==> src/hdl/ril_ram.sv <==
// Generic single-write, single-read synchronous RAM with registered read data.
module ril_ram #(
    parameter int WIDTH = 8,
    parameter int DEPTH = 16,
    parameter int AW    = (DEPTH > 1) ? $clog2(DEPTH) : 1
) (
    input  logic             i_clk,
    input  logic             i_we,
    input  logic [AW-1:0]    i_waddr,
    input  logic [WIDTH-1:0] i_wdata,
    input  logic [AW-1:0]    i_raddr,
    output logic [WIDTH-1:0] o_rdata
);

    logic [WIDTH-1:0] r_mem [DEPTH];
    logic [WIDTH-1:0] r_rdata;

    // Write port and registered read port
    always_ff @(posedge i_clk) begin
        if (i_we) begin
            r_mem[i_waddr] <= i_wdata;
        end
        r_rdata <= r_mem[i_raddr];
    end

    assign o_rdata = r_rdata;

endmodule

==> config.mk <==
export PLATFORM = sky130hd
export DESIGN_NAME = ril_ram
export DESIGN_NICKNAME = d
export VERILOG_FILES = /design/src/hdl/ril_ram.sv
export SDC_FILE = /design/constraint.sdc
export NUM_CORES = 1
export LEC_CHECK = 0
export ABC_CLOCK_PERIOD_IN_PS = 2500
export BUFFER_PORTS_ARGS = -buffer_cell sky130_fd_sc_hd__buf_2
export CORE_MARGIN = 3
export CORE_UTILIZATION = 60
export DETAILED_ROUTE_END_ITERATION = 10
export PLACE_DENSITY = 0.78
export SLEW_MARGIN = 20
export SYNTH_ARGS = -nofsm -noshare
export SYNTH_HDL_FRONTEND = slang
export SYNTH_SLANG_ARGS = --single-unit
==> constraint.sdc <==
create_clock -name i_clk -period 2.5 [get_ports i_clk]
set_input_delay 0.625 -clock i_clk [delete_from_list [all_inputs] [get_ports i_clk]]
set_output_delay 0.625 -clock i_clk [all_outputs]
set_load 0.01 [all_outputs]
==> results.txt, run 1 <==
----------------------------------------------------
[Outcome]
  Result of the run ... finished, final reports clean

[Die]
  Die X ... 98.6 microns
  Site Rows ... 33
  Number of top-level pins ... 26
  Floorplan Core Area ... between 8000 and 9000 sq um
  Height of the die ... 98.6 microns
  Total die area ... 9730 sq um
  Starting utilization of the core area ... 62.3%

[Yosys]
  Net count after synthesis ... 247
  Distinct cell type count after synthesis ... 19
  Synth warnings ... 0
  Post-synth top area share ... 74.7%
  Share of the yosys chip area belonging to registers ... 77.8%
  FF+latch count, synth ... ~140
  Most common cell in the synthesized netlist ... sky130_fd_sc_hd__edfxtp_1
  Post-synthesis area per instance ... 22.5 sq um
  Most numerous cell types in the synthesized netlist ... 128 x sky130_fd_sc_hd__edfxtp_1, 18 x sky130_fd_sc_hd__mux4_2, 16 x sky130_fd_sc_hd__a22oi_1, 14 x sky130_fd_sc_hd__mux4_1, 13 x sky130_fd_sc_hd__nor2_1
  Fraction of registers with async set/reset ... 0%
  Number of synthesized flops with an enable pin ... 128
  Dominant cell type by area after synthesis ... sky130_fd_sc_hd__edfxtp_1
  Area of the mapped netlist ... 5150 sq um
  Count of mapped cells out of synthesis ... roughly 230
  Primary flip-flop cell chosen by synthesis mapping ... sky130_fd_sc_hd__edfxtp_1
  Leading cell types by total area after synthesis ... sky130_fd_sc_hd__edfxtp_1 75%, sky130_fd_sc_hd__mux4_2 7.9%, sky130_fd_sc_hd__mux4_1 7.1%

[Clock tree]
  Clock transition at the registers of the reported paths ... 0.06 ns
  Buffer type at the clock tree root ... sky130_fd_sc_hd__clkbuf_8
  Post-CTS Hold Fix Bufs ... 0
  Count of instances resized after the clock tree is built ... 0
  CTS sink count ... 136
  Num CTS Buffers ... 17
  Clock Latency Late Sink ... 0.51 ns
  Post-CTS setup repair buffer count ... 0
  Number of buffers on the longest clock path ... 2
  CTS tree ... yes
  CTS HTree Levels ... 4

[Finish]
  Area overhead of the layout relative to synthesis ... 17.6%
  ANT cells ... 0
  Post-route insts no fill ... 400
  Filler Cell Count ... 461
  Number of nets in the layout ... 300
  Share of final-layout standard cells stronger than drive strength 1 ... 31.2%

[Worst setup path]
  Max stage delay cell, worst path ... sky130_fd_sc_hd__dfxtp_1
  Endpoint required time on the critical path ... 1.88 ns
  Path depth of the worst reg2reg path ... 3
  Worst path bufs/invs ... 1
  Ordered cell list for the critical path ... buf_2
  Worst path arrival time ... 1.00 ns
  Critical path class ... flip-flop to output pin
  Delay-heaviest family, CP ... flip-flops
  Worst Path Max Fanout ... 1
  Critical Path Max Stage Delay ... 0.34 ns
  Startpoint type of the worst setup path ... flip-flop
  Kind of end point of the critical path ... output pin
  WP depth ... 1

[Timing]
  Slew headroom ... 58.3%
  Final number of max-transition violations ... 0
  Fin Hold WS ... 0.489 ns
  Maximum clock frequency ... 616 MHz
  Fin crit period ... 1.62 ns
  Setup TNS after final layout ... 0 ns
  Period utilization ... between 60% and 70%
  Post-route clock skew ... 0.00972 ns
  Worst Max-Slew Pin Slew ... 0.623 ns
  RSZ-0062 raised after global routing ... no
  Least setup slack across all paths after layout ... 0.877 ns
  Count of endpoints failing hold in the final timing report ... 0
  Setup-failing EPs final ... 0

[Global routing]
  Wire length of the first global-routing pass ... 15.2 mm
  Final global-route overflow total ... 0
  Met2 layer usage reported by global route ... between 30% and 40%
  GRT met3 Usage ... 6.09%
  Via count of the first global-routing pass ... about 2600
  Met1 routing resource usage after global routing ... a little under a third
  Maximum number of pins on one net before global-route repair ... 33
  Number of antenna violations at the first check in global routing ... 0
  Most crowded layer after global routing ... met2
  Total GRT Usage ... between 20% and 30%

[Hold path]
  Path type of the worst min-delay path ... primary input to flip-flop
  Number of stages on the worst hold path ... 1

[Detailed routing]
  Routed len/inst ... 24.3 microns
  Iter 0 DRT Violations ... 300
  Number of design rule violations left after detail routing ... 0
  Aggregate routed wire length ... 9.70 mm
  Routed Antenna Nets ... 0
  Routed via count ... 2508
  Vias per Instance ... 6.27
  Drt pass-1 iters ... 6

[Placed design]
  Final weighted congestion of routability-driven global placement ... ~0.73
  Dpl ws ... ~0.37 ns
  Port Buf Inserts ... 25
  Number of cells in the design after placement ... 368
  HPWL after detailed placement ... 5.95 mm

[Pwr]
  Leakage component of the power ... 2.07 nW
  Maximum vdd ir drop ... 552 uV
  Power density normalized to cell area ... 847 nW/um^2

[Run]
  Max capacitance violation total ... 0

----------------------------------------------------
-- worst paths after layout --
check	startpoint	end	slack [ns]
min	i_wdata[3]	r_mem[7][3]$_DFFE_PP_	0.49
min reg2reg	r_mem[8][2]$_DFFE_PP_	o_rdata[2]$_DFF_P_	0.68
max	o_rdata[7]$_DFF_P_	o_rdata[7]	0.88
max reg2reg	r_mem[2][0]$_DFFE_PP_	o_rdata[0]$_DFF_P_	1.13
-- stage by stage --
| stage | instance area [sq um] | total power (W) | util [%] |
|---|---|---|---|
| after global routing | 6050 | 0.00530 | 73.3 |
| after CTS | 6050 | 0.00517 | 73.3 |
| after detailed placement | 5490 | 0.00285 | 66.4 |
| after floorplan | 5150 | 0.00274 | - |
| final | 6050 | 0.00513 | 73.3 |
| after global placement | 5490 | 0.00284 | 66.4 |
-- power breakdown --
group,internal [W],switching [W],total (W)
sequential,0.00255,0.0000145,0.00256
combinational,0.000103,0.000138,0.000240
clock,0.00145,0.000878,0.00232
total,0.00410,0.00103,0.00513
-- cell usage in the layout (no fill, tap or decap) --
| master | count |
|---|---|
| sky130_fd_sc_hd__a22oi_1 | 16 |
| sky130_fd_sc_hd__and2_1 | 1 |
| sky130_fd_sc_hd__and2b_1 | 1 |
| sky130_fd_sc_hd__buf_12 | 2 |
| sky130_fd_sc_hd__buf_2 | 25 |
| sky130_fd_sc_hd__buf_4 | 17 |
| sky130_fd_sc_hd__bufinv_16 | 2 |
| sky130_fd_sc_hd__clkbuf_1 | 3 |
| sky130_fd_sc_hd__clkbuf_16 | 16 |
| sky130_fd_sc_hd__clkbuf_8 | 2 |
| sky130_fd_sc_hd__clkinv_2 | 2 |
| sky130_fd_sc_hd__clkinv_4 | 4 |
| sky130_fd_sc_hd__clkinvlp_4 | 3 |
| sky130_fd_sc_hd__dfxtp_1 | 8 |
| sky130_fd_sc_hd__edfxtp_1 | 128 |
| sky130_fd_sc_hd__mux4_1 | 14 |
| sky130_fd_sc_hd__mux4_2 | 18 |
| sky130_fd_sc_hd__nand2_1 | 9 |
| sky130_fd_sc_hd__nand2b_1 | 2 |
| sky130_fd_sc_hd__nand3_1 | 1 |
| sky130_fd_sc_hd__nand3b_1 | 2 |
| sky130_fd_sc_hd__nor2_1 | 13 |
| sky130_fd_sc_hd__nor2b_1 | 1 |
| sky130_fd_sc_hd__nor3_1 | 4 |
| sky130_fd_sc_hd__or3b_2 | 1 |
-- kinds of logic (layout without fill, tap and decap cells) --
| logic type | count (synthesis) | count (layout) | share of synthesized area, % |
|---|---|---|---|
| muxes | 32 | 32 | 15.0 |
| and+or+nand+nor | 35 | 35 | 3.18 |
| buffers and inverters | 10 | 76 | 1.68 |
| DFF | 136 | 136 | 77.8 |
| AOI/OAI and AO/OA | 16 | 16 | 2.33 |
-- registers in the layout, summed over array words and instances (netlist names) --
register / cells
r_mem: 128
o_rdata: 8
-- cell type report --
cell class	instances	area (sq um)	area share [%]
clock buffer	21	439	7.26
timing repair buffer	44	293	4.84
clock inverter	11	128	2.11
sequential	136	4000	66.2
tap	105	131	2.17
multi-input combinational	83	1060	17.5
-- metal layers --
metal / vias up / share of wire [%]
li1: 1077 / -
met1: 1288 / 40
met2: 135 / 51
met3: 8 / 7.5
met4: 0 / 1.3
met5: - / 0
Power figures use the tool's default switching activity.
==> run 2: changes to the inputs <==
ABC_CLOCK_PERIOD_IN_PS = 1500   (was 2500)
clock period = 1.5 ns   (was 2.5 ns; I/O delays follow)
==> run 2 against run 1 <==
Clock power up 72%. Total power up 70%. Count of clock-buffer cells in the layout down 4. Non-clock buffer count up 15. Highest routed layer unchanged. Utilization up 1.8 points. Worst hold slack worse by 0.27 ns. Critical endpoint is now o_rdata[0]$_DFF_P_. Combinational power up 77%. Sequential power up 67%. Cell count up 3.8%. Register-to-register slack worse by 1.1 ns. Via count up 4.0%. Sequential cell count unchanged.
==> results.txt, run 2 (synthesis results as in run 1) <==
----------------------------------------------------
[Worst setup path]
  Worst Path Max Fanout ... 1 (unchanged)
  Kind of end point of the critical path ... flip-flop
  Startpoint type of the worst setup path ... flip-flop
  Ordered cell list for the critical path ... mux4_1, a22oi_1, nand2_1
  Critical path class ... flip-flop to flip-flop
  Delay-heaviest family, CP ... multiplexers
  Endpoint required time on the critical path ... 1.91 ns (+0.03 ns)
  Worst path arrival time ... 1.85 ns (+0.85 ns)
  Worst path bufs/invs ... 0 (-1)
  Max stage delay cell, worst path ... sky130_fd_sc_hd__mux4_1
  Critical Path Max Stage Delay ... 0.54 ns (+0.20 ns)
  Worst R2R Setup Slack ... 0.07 ns (-1.06 ns)

[Detailed routing]
  Routed via count ... 2608 (+4.0%)
  Routed Antenna Nets ... 0 (unchanged)
  Iter 0 DRT Violations ... 216 (-28%)
  Vias per Instance ... 6.28 (+0.23%)
  Aggregate routed wire length ... 10.4 mm (+6.8%)
  Number of design rule violations left after detail routing ... 0 (unchanged)
  Drt pass-1 iters ... 7 (+1)
  Routed len/inst ... 25.0 microns (+3.0%)

[Timing]
  Period utilization ... 95.6%
  RSZ-0062 raised after global routing ... no
  Worst Max-Slew Pin Slew ... 0.736 ns (+0.114 ns)
  Least setup slack across all paths after layout ... 0.0662 ns (-0.811 ns)
  Fin Hold WS ... 0.220 ns (-0.269 ns)
  Post-route clock skew ... 0.00966 ns (-0.0000571 ns)
  Setup-failing EPs final ... 0 (unchanged)
  Slew headroom ... 50.7% (-7.6 points)
  Final number of max-transition violations ... 0 (unchanged)
  Maximum clock frequency ... 697 MHz
  Fin crit period ... between 1 and 1.5 ns
  Count of endpoints failing hold in the final timing report ... 0 (unchanged)

[Clock tree]
  CTS tree ... yes
  Post-CTS Hold Fix Bufs ... 0 (unchanged)
  Buffer type at the clock tree root ... sky130_fd_sc_hd__clkbuf_8
  CTS sink count ... 136 (unchanged)
  CTS HTree Levels ... 4 (unchanged)
  Num CTS Buffers ... 17 (unchanged)
  Clock transition at the registers of the reported paths ... 0.06 ns (about the same)
  Post-CTS setup repair buffer count ... 0 (unchanged)
  Number of buffers on the longest clock path ... 2 (unchanged)
  Count of instances resized after the clock tree is built ... 0 (unchanged)
  Clock Latency Late Sink ... 0.53 ns (+0.02 ns)

[Die]
  Height of the die ... 98.6 microns (unchanged)
  Site Rows ... 33 (unchanged)
  Total die area ... 9730 sq um (unchanged)
  Floorplan Core Area ... 8260 sq um (unchanged)
  Number of top-level pins ... 26 (unchanged)
  Die X ... 98.6 microns (unchanged)
  Starting utilization of the core area ... 62.3% (unchanged)

[Finish]
  Utilization after layout ... 75.1% (+1.8 points)
  ANT cells ... 0 (unchanged)
  Most frequent cells in the layout ... 128 x sky130_fd_sc_hd__edfxtp_1, 32 x sky130_fd_sc_hd__buf_4, 25 x sky130_fd_sc_hd__buf_2
  Max FFs per register ... 128 (unchanged)
  Number of nets in the layout ... 315 (+5.0%)
  Most frequent standard cell in the layout excluding fill and tap cells ... sky130_fd_sc_hd__edfxtp_1
  Area overhead of the layout relative to synthesis ... 20.5%
  Register with the most flip-flops ... r_mem
  Share of final-layout standard cells stronger than drive strength 1 ... 36.5% (+5.3 points)

[Global routing]
  Via count of the first global-routing pass ... 2697 (+5.1%)
  Maximum number of pins on one net before global-route repair ... 22 (-33%)
  Total GRT Usage ... 23.7% (+1.7 points)
  Final global-route overflow total ... 0 (unchanged)
  Wire length of the first global-routing pass ... 16.0 mm (+5.3%)
  Number of antenna violations at the first check in global routing ... 0 (unchanged)

[Placed design]
  Port Buf Inserts ... 25 (unchanged)
  Dpl ws ... -0.349 ns (-0.716 ns)
  HPWL after detailed placement ... 6.42 mm (+7.8%)
  Final weighted congestion of routability-driven global placement ... 0.788 (+7.3%)

[Run]
  Max capacitance violation total ... 0 (unchanged)

[Pwr]
  Power density normalized to cell area ... 1400 nW/um^2 (+66%)
  Leakage component of the power ... 2.17 nW (+4.7%)
  Maximum vdd ir drop ... 893 uV (+62%)
  Cell-internal power ... 0.00694 W (+69%)
  Switching Share ... 20.2% (+0.15 points)
  Reg power frac ... 49.2% (-0.8 points)
  Combinational power share ... 4.9% (+0.2 points)
  Net switching power figure ... 0.00176 W (+71%)
  Clock network fraction of total power ... 45.9% (+0.6 points)

[Hold path]
  Path type of the worst min-delay path ... primary input to flip-flop

[Outcome]
  Result of the run ... finished, final reports clean

----------------------------------------------------
-- run 2: stage by stage --
stage / total power [W] / instance area [sq um] / cells / setup TNS [ns]
after detailed placement: 0.00478 / 5630 / 383 / -4.08
after CTS: 0.00875 / 6200 / 415 / 0
final: 0.00870 / 6200 / 415 / 0
after global routing: 0.00895 / 6200 / 415 / 0
after floorplan: 0.00458 / 5190 / 229 / -0.0529
after global placement: 0.00476 / 5630 / 383 / -2.81
-- run 2: power groups by stage --
| stage | Combinational (W) | Sequential [W] | Clock [W] |
|---|---|---|---|
| 2_1_floorplan | 0.000222 | 0.00436 | 0 |
| 3_3_place_gp | 0.000412 | 0.00435 | 0 |
| 3_5_place_dp | 0.000425 | 0.00436 | 0 |
| 4_1_cts | 0.000431 | 0.00428 | 0.00403 |
| 5_1_grt | 0.000459 | 0.00428 | 0.00421 |
| 6_report | 0.000426 | 0.00428 | 0.00399 |
-- run 2: path summary, 6_finish.rpt --
kind                                             start                     to  cells past startpoint
worst min-delay path                        i_wdata[4]  r_mem[6][4]$_DFFE_PP_                      1
worst max register to register   r_mem[1][0]$_DFFE_PP_     o_rdata[0]$_DFF_P_                      3
worst min register to register  r_mem[15][1]$_DFFE_PP_     o_rdata[1]$_DFF_P_                      3
worst max-delay path             r_mem[1][0]$_DFFE_PP_     o_rdata[0]$_DFF_P_                      3
-- run 2: area by class of cell --
class	count	area [sq um]
clock buffers	17	414
multi-input cells	83	1090
clock inverters	15	159
flip-flops and latches	136	4000
well taps	105	131
repair buffers	59	405
fillers	450	2060
-- run 2: metal layers --
| layer | up-vias | share of wire [%] | global-route usage (%) |
|---|---|---|---|
| li1 | 1115 | - | - |
| met1 | 1338 | 39 | 31.0 |
| met2 | 129 | 50 | 36.4 |
| met3 | 26 | 6.8 | 7.22 |
| met4 | 0 | 3.3 | 12.5 |
| met5 | - | 0 | 0 |
